`config.mk`:
```
export PLATFORM = sky130hd
export DESIGN_NAME = tmcw_ctrl
export DESIGN_NICKNAME = d
export VERILOG_FILES = /design/src/rtl/core/tmcw_pkg.sv /design/src/rtl/core/tmcw_ctrl.sv
export SDC_FILE = /design/constraint.sdc
export NUM_CORES = 1
export LEC_CHECK = 0
export CAP_MARGIN = 25
export CORE_AREA = 3 3 40 42
export DETAILED_ROUTE_END_ITERATION = 6
export DIE_AREA = 0 0 43 45
export DONT_BUFFER_PORTS = 1
export GPL_TIMING_DRIVEN = 0
export SLEW_MARGIN = 25
export SYNTH_ARGS = -nofsm -noshare
export SYNTH_HDL_FRONTEND = slang
export SYNTH_SLANG_ARGS = --single-unit
export TNS_END_PERCENT = 20
```
`constraint.sdc`:
```
create_clock -name clk -period 2.13 [get_ports clk]
set_clock_uncertainty 0.2 [all_clocks]
set_input_delay 0.213 -clock clk [delete_from_list [all_inputs] [get_ports clk]]
set_output_delay 0.213 -clock clk [all_outputs]
set_load 0.01 [all_outputs]
```
`src/rtl/core/tmcw_pkg.sv`:
```
// tmcw_pkg: shared types, constants and helpers of the text-mode console writer
// used by tmcw_ctrl, tmcw_dp and text_mode_console_writer_core; no dependencies
package tmcw_pkg;

	localparam int unsigned DEF_COLS   = 80;
	localparam int unsigned DEF_ROWS   = 25;
	localparam int unsigned NUM_DIGITS = 10;
	localparam int unsigned DIG_W      = 4;
	localparam int unsigned BCD_W      = NUM_DIGITS * DIG_W;
	localparam int unsigned CONV_STEPS = 32;

	localparam logic [7:0] BLANK_CHAR = 8'h20;
	localparam logic [7:0] MINUS_CHAR = 8'h2D;
	localparam logic [7:0] RESET_ATTR = 8'h0F;

	// register index of blank_attribute
	localparam logic REG_BLANK_ATTR = 1'b0;

	typedef enum logic [2:0] {
		K_CHAR, K_NEWLINE, K_SDEC, K_UDEC, K_HEX, K_CLEAR, K_READ, K_NONE
	} kind_t;

	typedef enum logic [1:0] {CH_ITEM, CH_MINUS, CH_DIGIT} char_sel_t;

	typedef struct packed {
		logic      load;
		logic      place;
		char_sel_t sel;
		logic      newline;
		logic      conv_step;
		logic      dig_skip;
		logic      scr_step;
		logic      clr_step;
		logic      boot;
		logic      out_load;
	} cmd_t;

	typedef struct packed {
		kind_t in_kind;
		logic  place_scr;
		logic  nl_scr;
		logic  conv_last;
		logic  neg;
		logic  dig_lead;
		logic  dig_last;
		logic  dig_pending;
		logic  scr_last;
		logic  clr_last;
		logic  out_free;
	} stat_t;

	// one double-dabble correction over all bcd digits
	function automatic logic [BCD_W-1:0] dd_adjust(input logic [BCD_W-1:0] d);
		logic [BCD_W-1:0] r;
		r = d;
		for (int i = 0; i < NUM_DIGITS; i++) begin
			if (r[i*DIG_W +: DIG_W] >= 4'd5) r[i*DIG_W +: DIG_W] = r[i*DIG_W +: DIG_W] + 4'd3;
		end
		return r;
	endfunction

	// digit value to upper-case glyph
	function automatic logic [7:0] glyph(input logic [3:0] d);
		logic [7:0] g;
		if (d < 4'd10) g = 8'h30 + {4'h0, d};
		else g = 8'h37 + {4'h0, d};
		return g;
	endfunction

endpackage

```
`src/rtl/core/tmcw_ctrl.sv`:
```
// tmcw_ctrl: sequencing state machine of the console writer
// depends on tmcw_pkg; drives commands to tmcw_dp and reads its status
module tmcw_ctrl import tmcw_pkg::*; (
	input  logic  clk,
	input  logic  arst_n,
	input  logic  s_tvalid,
	output logic  s_tready,
	input  stat_t stat,
	output cmd_t  cmd
);

	typedef enum logic [3:0] {
		S_CLR, S_IDLE, S_CHAR, S_NL, S_CONV, S_SIGN, S_DIG, S_SCRL, S_READ, S_DONE
	} state_t;

	state_t state_q, state_d;
	logic   boot_q;

	always_comb begin
		cmd      = '0;
		cmd.sel  = CH_ITEM;
		state_d  = state_q;
		s_tready = (state_q == S_IDLE);
		unique case (state_q)
			S_CLR: begin
				cmd.clr_step = 1'b1;
				cmd.boot     = boot_q;
				if (stat.clr_last) state_d = boot_q ? S_IDLE : S_DONE;
			end
			S_IDLE: begin
				if (s_tvalid) begin
					cmd.load = 1'b1;
					unique case (stat.in_kind) inside
						K_CHAR:         state_d = S_CHAR;
						K_NEWLINE:      state_d = S_NL;
						K_SDEC, K_UDEC: state_d = S_CONV;
						K_HEX:          state_d = S_DIG;
						K_CLEAR:        state_d = S_CLR;
						K_READ:         state_d = S_READ;
						default:        state_d = S_DONE;
					endcase
				end
			end
			S_CHAR: begin
				cmd.place = 1'b1;
				state_d   = stat.place_scr ? S_SCRL : S_DONE;
			end
			S_NL: begin
				cmd.newline = 1'b1;
				state_d     = stat.nl_scr ? S_SCRL : S_DONE;
			end
			S_CONV: begin
				cmd.conv_step = 1'b1;
				if (stat.conv_last) state_d = stat.neg ? S_SIGN : S_DIG;
			end
			S_SIGN: begin
				cmd.place = 1'b1;
				cmd.sel   = CH_MINUS;
				state_d   = stat.place_scr ? S_SCRL : S_DIG;
			end
			S_DIG: begin
				if (stat.dig_lead) begin
					cmd.dig_skip = 1'b1;
				end else begin
					cmd.place = 1'b1;
					cmd.sel   = CH_DIGIT;
					if (stat.place_scr) state_d = S_SCRL;
					else if (stat.dig_last) state_d = S_DONE;
				end
			end
			S_SCRL: begin
				cmd.scr_step = 1'b1;
				if (stat.scr_last) state_d = stat.dig_pending ? S_DIG : S_DONE;
			end
			S_READ: state_d = S_DONE;
			S_DONE: begin
				if (stat.out_free) begin
					cmd.out_load = 1'b1;
					state_d      = S_IDLE;
				end
			end
			default: state_d = S_IDLE;
		endcase
	end

	always_ff @(posedge clk or negedge arst_n) begin
		if (!arst_n) begin
			state_q <= S_CLR;
			boot_q  <= 1'b1;
		end else begin
			state_q <= state_d;
			if (state_q == S_CLR && stat.clr_last) boot_q <= 1'b0;
		end
	end

endmodule

```
Word level (Yosys, flattened, before mapping)
Index checks and enable logic that the tools add are counted.

cells by class
  reduce and logical (&&, ||, !) cells = 6
  equal/unequal tests = 22
  mux-type cells = 29

operators by type and width
  operator                                              count
  2-to-1 mux 4 bit                                      12
  case mux 4 bit (10 select lines)                      1
  case mux 4 bit (6 select lines)                       1
  equality test 4 x 3 -> 1 bit (second input constant)  4
  inequality test 2 bit (second input constant)         6
  2-to-1 mux 1 bit                                      10
  equality test 3 bit (second input constant)           3
  equality test 4 x 2 -> 1 bit (second input constant)  2
  equality test 4 bit (second input constant)           2
  AND reduction 7 bit                                   1
  equality test 3 x 2 -> 1 bit (second input constant)  2
  equality test 4 x 1 -> 1 bit (second input constant)  1
  logical NOT 4 bit                                     1
  2-to-1 mux 2 bit                                      2
  case mux 2 bit (2 select lines)                       1
  OR reduction 2 bit                                    2
  equality test 3 x 1 -> 1 bit (second input constant)  1
  logical NOT 3 bit                                     1
  2-to-1 mux 3 bit                                      1
  inequality test 3 bit (second input constant)         1
  case mux 1 bit (2 select lines)                       1
  logical AND 1 bit                                     1

word-level totals
  input port bits = 16
  logic and storage cells = 59
  register bits after elaboration = 5
  output and inout bits = 12

Depth between registers and ports, before layout
Gate-level depths: netlist (run 1).

  depth after elaboration = 5
  depth in mapped cells = 6
  depth with buffers taken out = 5

Worst setup path before layout (run 1)
OpenSTA, ideal clock, no wires.

  path kind = register to register
  from = register state_q[1]
  to = register state_q[1]
  stages on the path, launching flop included = 7
  library setup time = 121 ps
  required time = 1809 ps
  clock period less this slack = 1704 ps
  buffers on the path = 1
  arrival = 1383 ps
  path slack = 426 ps
  cell sequence = dfrtp_1 -> buf_6 -> nor4_2 -> a32oi_1 -> o21ai_1 -> a21oi_2 -> a22o_1

on the way
  longest elaborated chain between the ends = 3
  elaborated cells between the ends (all ways) = 19
  those cells by class = eq/ne (16); mux (1); reduce/logical (2)

RTL lines
  element                                                                                 line             RTL
  from (decl)                                                                             tmcw_ctrl.sv:16  state_t state_q, state_d;
  from (signal assigned)                                                                  tmcw_ctrl.sv:91  state_q <= state_d;
  equality test 4 x 3 -> 1 bit, or another cell as far along                              tmcw_ctrl.sv:24  unique case (state_q)
  inequality test 3 bit (no source line) / inequality test 2 bit (equally long branches)  --
  AND reduction 7 bit (no source line)                                                    --

Several ways; a longest one is shown, not always the timed one.
A chain may end at the register's enable or synchronous reset.

==> results_dict.tcl, run 1 <==
set metrics [dict create \
    status "finished clean" \
    syn_area_um2 601 \
    grt_pass1_vias 617 \
    cts.path.max_buffers 2 \
    final_cell_mix "nand2_1, nor2_1, inv_1, o21ai_0" \
    core_mm2 0.00128 \
    power.density_mw_per_mm2 1300 \
    synth.yosys.seq_area_share_pct 21.0 \
    max_freq_ghz 0.494 \
    synth-async-reset-ratio_pct 100 \
    pwr-share-seq_pct 19.9 \
    combPwrFrac_pct 67.5 \
    cts_max_level 1 \
    met2_length_um 758 \
    cts_root_buffer "clkbuf_4" \
    num_rows 13 \
    critPathLaunchType "flip-flop" \
    clk_latency_ns 0.24 \
    leakagePower_nw 0.274 \
    yosys_warnings 0 \
    synth_cells 81 \
    rsz0062_at_grt "false" \
    routed_via_density 6.19 \
    hold_class "in2async" \
    dr_wl_met3_um 145 \
    path_clk_slew_ns 0.04 \
    synth_flop_cell "dfrtp_1" \
    grt_pass1_wl_um 2700 \
    drv_slew 0 \
    area_delta_synth_final_pct 13.3 \
    synth-seq-cells 5 \
    p_sw_share_pct 50.6 \
    vias 638 \
    worstPathRequired_ns 1.72 \
    arrival_ns 1.61 \
    fin_ws_ns 0.104 \
    synth_edf_count 0 \
    p_clk_share_pct 12.6 \
    postCtsSetupBuffers 0 \
    dp_cells 96 \
    final_cells 103 \
    drtIter0Drc 14 \
    internal_power_mw 0.437 \
    wl_um 1660 \
    syn-num-nets 97 \
    p_total_mw 0.885 \
    drc_errors 0 \
    port_buffers 0 \
    diodes 0 \
    vdd_ir_drop_max_mv 0.477 \
    final_nets 105 \
    antenna_found_initial 0 \
    die_area_mm2 0.00194 \
    wl_met1_um 755 \
    period_share_pct 95.1 \
    dp_worst_setup_slack_ns 0.245 \
    cts_sinks 5 \
    r2r_cells 6 \
    top_layer_used "met4" \
    final_antenna_net_count 0 \
    fp.dieH_um 45 \
    setup-violations-final 0 \
    final_common_cell "nand2_1" \
    p_sw_mw 0.448 \
    cts_tree "done" \
    fin_crit_ns 2.03 \
    crit_path_max_fanout 10 \
    gp_congestion 0.825 \
    cts_buffers 3 \
    syn_area_per_cell_um2 7.41 \
    regToRegSetupSlack_ns 0.24 \
    synthDistinctLibCells 38 \
    grt_max_degree 11 \
    avgRoutedWirePerCell_um 16.1 \
    tns_ns 0 \
    tightestPinTransition_ns 0.558 \
    dp_hpwl_um 1270 \
    reg2reg_from "state_q[1]$_DFFE_PN0P_" \
    initial_utilization_pct 46.7 \
    grt_usage_pct 18.6 \
    max-cap-violations 0 \
    drt-pass1-iter-count 4 \
    overflow 0 \
    io_pins 28 \
    die_w_um 43 \
    endpoint_kind "primary output" \
    critical_path_class "reg2out" \
    r2r_end "state_q[1]$_DFFE_PN0P_" \
    drive_gt1_share_pct 17.0 \
    finalHoldViolations 0 \
    relSlewSlack_pct 62.3 \
]
-- registers in the layout, summed over array words and instances, names as in the netlist --
register  count
boot_q        1
state_q       4
-- repair_timing --
action / 4_1_cts / 5_1_grt
hold endpoints to repair: 7 / 0
resized for setup: 0 / 1
hold buffers: 3 / 0
endpoints found under the setup margin: 0 / 1
-- area by class of cell --
class,count,area (um2)
clock buffer,4,26.3
multi-input combinational,65,418
tap,15,18.8
inverter,7,26.3
fill,140,604
buffer,4,35.0
sequential,5,126
timing repair buffer,3,30.0
-- how the worst max path moves through the flow --
stage                                 from                     end  slack, ns  cells after the start
finish              state_q[3]$_DFFE_PN0P_                  cmd[4]       0.10                      3
global placement    state_q[1]$_DFFE_PN0P_  state_q[1]$_DFFE_PN0P_       0.26                      6
floorplan           state_q[1]$_DFFE_PN0P_  state_q[1]$_DFFE_PN0P_       0.43                      6
global route        state_q[3]$_DFFE_PN0P_                  cmd[4]       0.03                      3
CTS                 state_q[1]$_DFFE_PN0P_                 cmd[10]       0.03                      3
detailed placement  state_q[1]$_DFFE_PN0P_  state_q[1]$_DFFE_PN0P_       0.25                      6
-- per-stage QoR --
stage	util, %	cell area, um2	hold WS, ns
after floorplan	-	601	-0.283
final	53.0	681	0.0550
after CTS	52.6	676	0.0550
after global routing	53.0	681	0.0622
after detailed placement	48.2	619	-0.282
after global placement	48.2	619	-0.282
-- worst max-delay path, cell delays in order, from the launching register on --
cell and delay [ns]:
dfrtp_1 0.38, buf_4 0.18, nand2b_2 0.25, nor4b_1 0.55
-- cell usage after synthesis, types with 2 or more instances --
| cell type | instances | area share, % |
|---|---|---|
| nor4_1 | 2 | 2.1 |
| mux2i_1 | 2 | 3.3 |
| a22oi_1 | 2 | 2.5 |
| a21oi_1 | 4 | 3.3 |
| dfrtp_1 | 4 | 17 |
| nand3_1 | 3 | 2.5 |
| nor3_1 | 2 | 1.7 |
| nor2_1 | 6 | 3.7 |
| nand2_1 | 7 | 4.4 |
| a31oi_1 | 4 | 4.2 |
| a32oi_1 | 2 | 2.9 |
| nand2b_1 | 3 | 3.1 |
| o21ai_1 | 2 | 1.7 |
| and2_1 | 2 | 2.1 |
| inv_1 | 6 | 3.7 |
| o21ai_0 | 5 | 4.2 |
| buf_6 | 2 | 3.7 |
| nor2b_1 | 2 | 2.1 |
| o2bb2ai_1 | 2 | 2.9 |
-- metal layers --
metal	track usage, %	vias to the layer above
met4	3.61	0
met5	0	-
met3	5.98	2
met2	30.5	31
met1	24.3	290
li1	-	315
-- logic make-up after synthesis --
family                 Yosys count  synth area share [%]
buffers and inverters           11                  10.2
muxes                            2                  3.33
AOI/OAI and AO/OA               28                  31.0
DFF                              5                  21.0
and+or+nand+nor                 35                  34.4
-- power by group through the flow --
stage	Combinational, mW	Clock [mW]	Sequential, mW
finish	0.597	0.112	0.176
floorplan	0.487	0	0.161
detailed placement	0.583	0	0.177
CTS	0.590	0.115	0.176
global placement	0.581	0	0.175
global route	0.662	0.119	0.183
Note: power is estimated with default switching activity, not from simulation.
==> run 2: changes to the inputs <==
Settings changed: ABC_AREA set to 1.
==> run 2 against run 1 <==
Cell count up 42%. Maximum frequency up 14%. Non-clock buffer count down 4. Critical path depth up 2. Largest power group unchanged.
==> results_dict.tcl, run 2 <==
set metrics [dict create \
    multiInputGateArea_um2 402 \
    yosysMostFrequentCell "nand2_1" \
    syn-num-nets 140 \
    cts_buffers 3 \
    tns_ns 0 \
    initial_utilization_pct 48.4 \
    seq_area_um2 126 \
    synth-simple-area-share_pct 55.9 \
    fin_crit_ns 1.77 \
    die_w_um 43 \
    cts_max_level 1 \
    synth_top_family_by_area "simple AND/OR/NAND/NOR gates" \
    max_stage_delay_ns 0.42 \
    synth-seq-cells 5 \
    max-cap-violations 0 \
    die_area_mm2 0.00194 \
    combPwrFrac_pct 65.2 \
    endpoint_kind "primary output" \
    top_register "state_q" \
    clk_latency_ns 0.24 \
    ys_top_cells_by_area "nand2_1, dfrtp_1, inv_1" \
    cpMostUsedCell "nand2_1" \
    regToRegSetupSlack_ns 0.44 \
    final_nets 148 \
    cts_tree "done" \
    synth_fa_ha_area_share_pct 0 \
    path_clk_slew_ns 0.04 \
    holdPathStages 3 \
    crit_chain "inv_1 -> nand2_1 -> nor2_1 -> o21ai_0 -> nand2_1" \
    drt-pass1-iter-count 4 \
    arrival_ns 1.36 \
    synthMuxAreaShare_pct 0 \
    n_fill_cell 146 \
    critPathLaunchType "flip-flop" \
    area_delta_synth_final_pct 12.1 \
    routed_via_density 5.00 \
    final_antenna_net_count 0 \
    fp.dieH_um 45 \
    synth_flop_cell "dfrtp_1" \
    synth_compound_area_share_pct 8.65 \
    yosys-top-cells-count "nand2_1, inv_1, nor2_1" \
    status "finished clean" \
    drtIter0Drc 8 \
    synth-async-reset-ratio_pct 100 \
    dp_cells 139 \
    setup-violations-final 0 \
    p_total_mw 0.832 \
    final_cell_mix "nand2_1, inv_1, nor2_1, nand3_1, nor2_2" \
    synth_top_cell_area_share_pct 27.8 \
    rsz0062_at_grt "false" \
    dp_worst_setup_slack_ns 0.474 \
    p_clk_share_pct 12.8 \
    p_sw_mw 0.464 \
    yosysTopAreaCell "nand2_1" \
    reg.largest.list "state_q (4), boot_q (1)" \
    cts_root_buffer "clkbuf_4" \
    vdd_ir_drop_max_mv 0.425 \
    grt_pass1_wl_um 2780 \
    synthDistinctLibCells 14 \
    port_buffers 0 \
    yosys_warnings 0 \
    synth_edf_count 0 \
    dp_hpwl_um 1360 \
    fin_ws_ns 0.356 \
    hold_class "in2reg" \
    syn_area_um2 622 \
    vias 730 \
    internal_power_mw 0.368 \
    overflow 0 \
    wl_um 1590 \
    grt_max_degree 8 \
    num_rows 13 \
    final_common_cell "nand2_1" \
    drv_slew 0 \
    finalHoldViolations 0 \
    drive_gt1_share_pct 9.92 \
    avgRoutedWirePerCell_um 10.9 \
    tightestPinTransition_ns 0.566 \
    grt_usage_pct 18.8 \
    final_cells 146 \
    pwr-share-seq_pct 22.0 \
    r2r_cells 8 \
    cts-resized-gates 0 \
    cts.path.max_buffers 2 \
    diodes 0 \
    power.density_mw_per_mm2 1190 \
    worstPathRequired_ns 1.72 \
    cts_sinks 5 \
    gp_congestion 0.782 \
    core_mm2 0.00128 \
    max_freq_ghz 0.564 \
    antenna_found_initial 0 \
    critical_path_class "reg2out" \
    syn_area_per_cell_um2 5.01 \
    io_pins 28 \
    synth.yosys.seq_area_share_pct 20.3 \
    relSlewSlack_pct 61.9 \
    leakagePower_nw 0.439 \
    grt_pass1_vias 679 \
    final_util_pct 54.2 \
    largest_reg_flops 4 \
    synth_cells 124 \
    synth-xor-area-share_pct 0 \
    drc_errors 0 \
    period_share_pct 83.3 \
    slowest_stage "dfrtp_1" \
    p_sw_share_pct 55.7 \
    crit_path_max_fanout 5 \
]
[run 2: cell count changes in the layout (fill, tap and decap cells not counted), moves of 3 or more]
cell	delta
a31oi_1	-4
inv_1	+16
nand2_1	+39
nand2b_1	-3
nand3_1	+8
nor2_1	+14
nor2_2	+5
[run 2: critical path: cells and delay by family, from the launching register on]
kind / cells / cell delay (ns)
AND/OR/NAND/NOR: 3 / 0.45
AO/OA/AOI/OAI: 1 / 0.14
buffers and inverters: 1 / 0.12
flip-flops: 1 / 0.42
[run 2: kinds of logic after synthesis]
logic type,count (synthesis)
buf+inv,25
flops,5
compound gates,10
simple gates,84
[run 2: through the flow]
step | instance area, um2 | hold slack [ns]
2_1_floorplan | 622 | -0.283
4_1_cts | 697 | 0.00309
3_3_place_gp | 641 | -0.282
6_report | 697 | 0.00851
3_5_place_dp | 641 | -0.282
5_1_grt | 697 | 0.0104
[run 2: area by class of cell]
type | instances | share of cell area [%]
multi-input cells | 94 | 57.6
flip-flops and latches | 5 | 18.1
inverters | 25 | 13.5
repair buffers | 3 | 4.31
clock buffers | 4 | 3.77
well taps | 15 | 2.69
[run 2: per-layer routing]
metal	up-vias	share of wire, %	global-route usage [%]
met5	-	0	0
met4	0	0	1.81
met3	0	5.8	7.17
met2	23	46	29.9
met1	319	48	25.2
li1	388	-	-
[run 2: path summary, 6_finish.rpt]
kind | start | end
min | stat[0] | state_q[3]$_DFFE_PN0P_
max reg2reg | state_q[2]$_DFFE_PN0P_ | state_q[0]$_DFFE_PN0P_
min in group asynchronous | arst_n | state_q[2]$_DFFE_PN0P_
min reg2reg | boot_q$_DFFE_PN1P_ | boot_q$_DFFE_PN1P_
max in group asynchronous | arst_n | boot_q$_DFFE_PN1P_
max | state_q[0]$_DFFE_PN0P_ | cmd[9]
[run 2: repair_timing]
action / in CTS / in global routing
hold buffers: 3 / 0
buffers inserted: 0 / 0
hold endpoints to repair: 7 / 0
[run 2: power groups by stage]
stage	Combinational (mW)	Clock, mW	Sequential (mW)
2_1_floorplan	0.439	0	0.171
3_3_place_gp	0.536	0	0.182
3_5_place_dp	0.536	0	0.184
4_1_cts	0.545	0.114	0.182
5_1_grt	0.635	0.122	0.189
6_report	0.543	0.107	0.183
==> run 3: changes to the inputs <==
Clock period 2.13 ns to 1.53 ns, I/O delays scaled along.
==> run 3 against run 2 <==
The run now ends with negative setup slack left. Core utilization increased by 19 points. Non-clock buffer count increased by 13. Sequential cell count unchanged. Combinational power increased by 120%. Critical path type unchanged. Hold slack got worse by 0.0070 ns. First-iteration DRC count increased by 63%. Cell count increased by 8.9%. Count of clock-buffer cells in the layout unchanged. Routed wire length increased by 24%.
==> results_dict.tcl, run 3 (synthesis results as in run 2) <==
set metrics [dict create \
    status "finished with violations" \
    failed_checks "negative setup slack" \
    drc_errors 0 \
    worstPathRequired_ns 1.18 \
    cts_tree "done" \
    io_pins 28 \
    setup-violations-final 8 \
    crit_path_max_fanout 7 \
    startpoint "state_q[1]$_DFFE_PN0P_" \
    drive_gt1_share_pct 34.7 \
    reg.largest.list "state_q (4), boot_q (1)" \
    p_sw_share_pct 54.9 \
    final_cell_mix "nand2_1, inv_1, buf_4" \
    path_clk_slew_ns 0.04 \
    max-cap-violations 0 \
    hold_class "in2async" \
    combPwrFrac_pct 72.6 \
    cts.path.max_buffers 2 \
    leakagePower_nw 0.521 \
    final_nets 161 \
    critical_path_class "reg2out" \
    gp_congestion 0.782 \
    fin_crit_ns 1.59 \
    final_cells 159 \
    drtIter0Drc 13 \
    p_sw_mw 0.897 \
    critPathLaunchType "flip-flop" \
    diodes 0 \
    max_freq_ghz 0.630 \
    clk_latency_ns 0.24 \
    period_share_pct 104 \
    fin_ws_ns -0.0584 \
    routed_via_density 5.11 \
    cts_sinks 5 \
    port_buffers 0 \
    fp.dieH_um 45 \
    die_area_mm2 0.00194 \
    drv_slew 0 \
    finalHoldViolations 0 \
    avgRoutedWirePerCell_um 12.4 \
    final_common_cell "nand2_1" \
    worstSetupEndpoint "cmd[1]" \
    dp_cells 139 \
    grt_max_degree 8 \
    final_antenna_net_count 0 \
    power.density_mw_per_mm2 1750 \
    dp_worst_setup_slack_ns -0.126 \
    num_rows 13 \
    grt_usage_pct 20.7 \
    r2r_cells 8 \
    die_w_um 43 \
    grt_pass1_wl_um 3040 \
    initial_utilization_pct 48.4 \
    cts_buffers 3 \
    endpoint_kind "primary output" \
    overflow 0 \
    dp_hpwl_um 1360 \
    rsz0062_at_grt "true" \
    wl_um 1970 \
    r2r_end "state_q[0]$_DFFE_PN0P_" \
    cts_max_level 1 \
    top_register "state_q" \
    p_total_mw 1.63 \
    relSlewSlack_pct 81.7 \
    arrival_ns 1.24 \
    area_delta_synth_final_pct 50.3 \
    core_mm2 0.00128 \
    drt-pass1-iter-count 4 \
    cts_root_buffer "clkbuf_4" \
    pwr-share-seq_pct 18.1 \
    vdd_ir_drop_max_mv 0.907 \
    internal_power_mw 0.737 \
    antenna_found_initial 0 \
    grt_pass1_vias 737 \
    vias 812 \
    p_clk_share_pct 9.3 \
    largest_reg_flops 4 \
    reg2reg_from "state_q[1]$_DFFE_PN0P_" \
    tightestPinTransition_ns 0.272 \
    n_fill_cell 111 \
    regToRegSetupSlack_ns -0.03 \
]
run 3: changes by cell type in the layout (fill, tap and decap cells not counted), moves of 2 or more:
cell,delta
inv_1,-2
dfrtp_2,+4
nand2_1,-8
nand2_4,+2
inv_4,+2
nor2_4,+10
buf_4,+11
dfrtp_1,-4
nand2_2,+6
nor2_1,-10
dlygate4sd3_1,+2
run 3: worst min-delay path by stage:
stage	endpoint	slack (ns)	cells past startpoint
2_1_floorplan	state_q[0]$_DFFE_PN0P_	-0.34	0
6_report	state_q[2]$_DFFE_PN0P_	0.002	1
4_1_cts	state_q[2]$_DFFE_PN0P_	0.007	1
5_1_grt	state_q[0]$_DFFE_PN0P_	0.01	1
3_5_place_dp	state_q[2]$_DFFE_PN0P_	-0.34	0
3_3_place_gp	state_q[2]$_DFFE_PN0P_	-0.34	0
run 3: layer usage:
| metal | part of all wire (%) | wire, um | up-vias | global-route usage, % |
|---|---|---|---|---|
| li1 | - | - | 413 | - |
| met1 | 43 | 854 | 375 | 25.2 |
| met2 | 51 | 1010 | 24 | 36.8 |
| met3 | 5.6 | 110 | 0 | 7.17 |
| met4 | 0 | 0 | 0 | 1.81 |
| met5 | 0 | 0 | - | 0 |
run 3: cell type report:
| class | count | area (um2) | share of cell area (%) |
|---|---|---|---|
| Clock buffer | 4 | 26.3 | 2.81 |
| Sequential cell | 5 | 131 | 14.1 |
| Timing Repair Buffer | 16 | 133 | 14.2 |
| Multi-Input combinational cell | 94 | 527 | 56.4 |
| Inverter | 25 | 98.8 | 10.6 |
| Tap cell | 15 | 18.8 | 2.01 |
run 3: power groups by stage:
stage	clock network [mW]	registers [mW]	logic, mW
floorplan	0	0.239	0.611
finish	0.153	0.296	1.19
global route	0.170	0.302	1.31
detailed placement	0	0.256	0.747
CTS	0.159	0.288	0.940
global placement	0	0.253	0.747
run 3: worst max-delay path: stages (launching register included):
cell and delay [ns]:
dfrtp_2 0.48, nor2_4 0.24, nand2_2 0.13, nor2_4 0.14
run 3: metrics by stage:
step                hold slack [ns]  TNS, ns  utilization (%)  area (um2)
floorplan                    -0.343        0                -         622
global placement             -0.342   -0.462             49.9         641
detailed placement           -0.342   -0.470             49.9         641
CTS                         0.00660   -0.180             64.1         823
global route                 0.0125   -0.982             72.7         935
finish                      0.00153   -0.273             72.7         935
run 3: what timing repair did:
item | 4_1_cts | 5_1_grt
pin swaps | 5 | 6
hold buffers | 5 | 0
endpoints found under the setup margin | 14 | 15
gates resized for setup | 23 | 18
buffers inserted | 5 | 6
endpoints found under the hold margin | 8 | 0
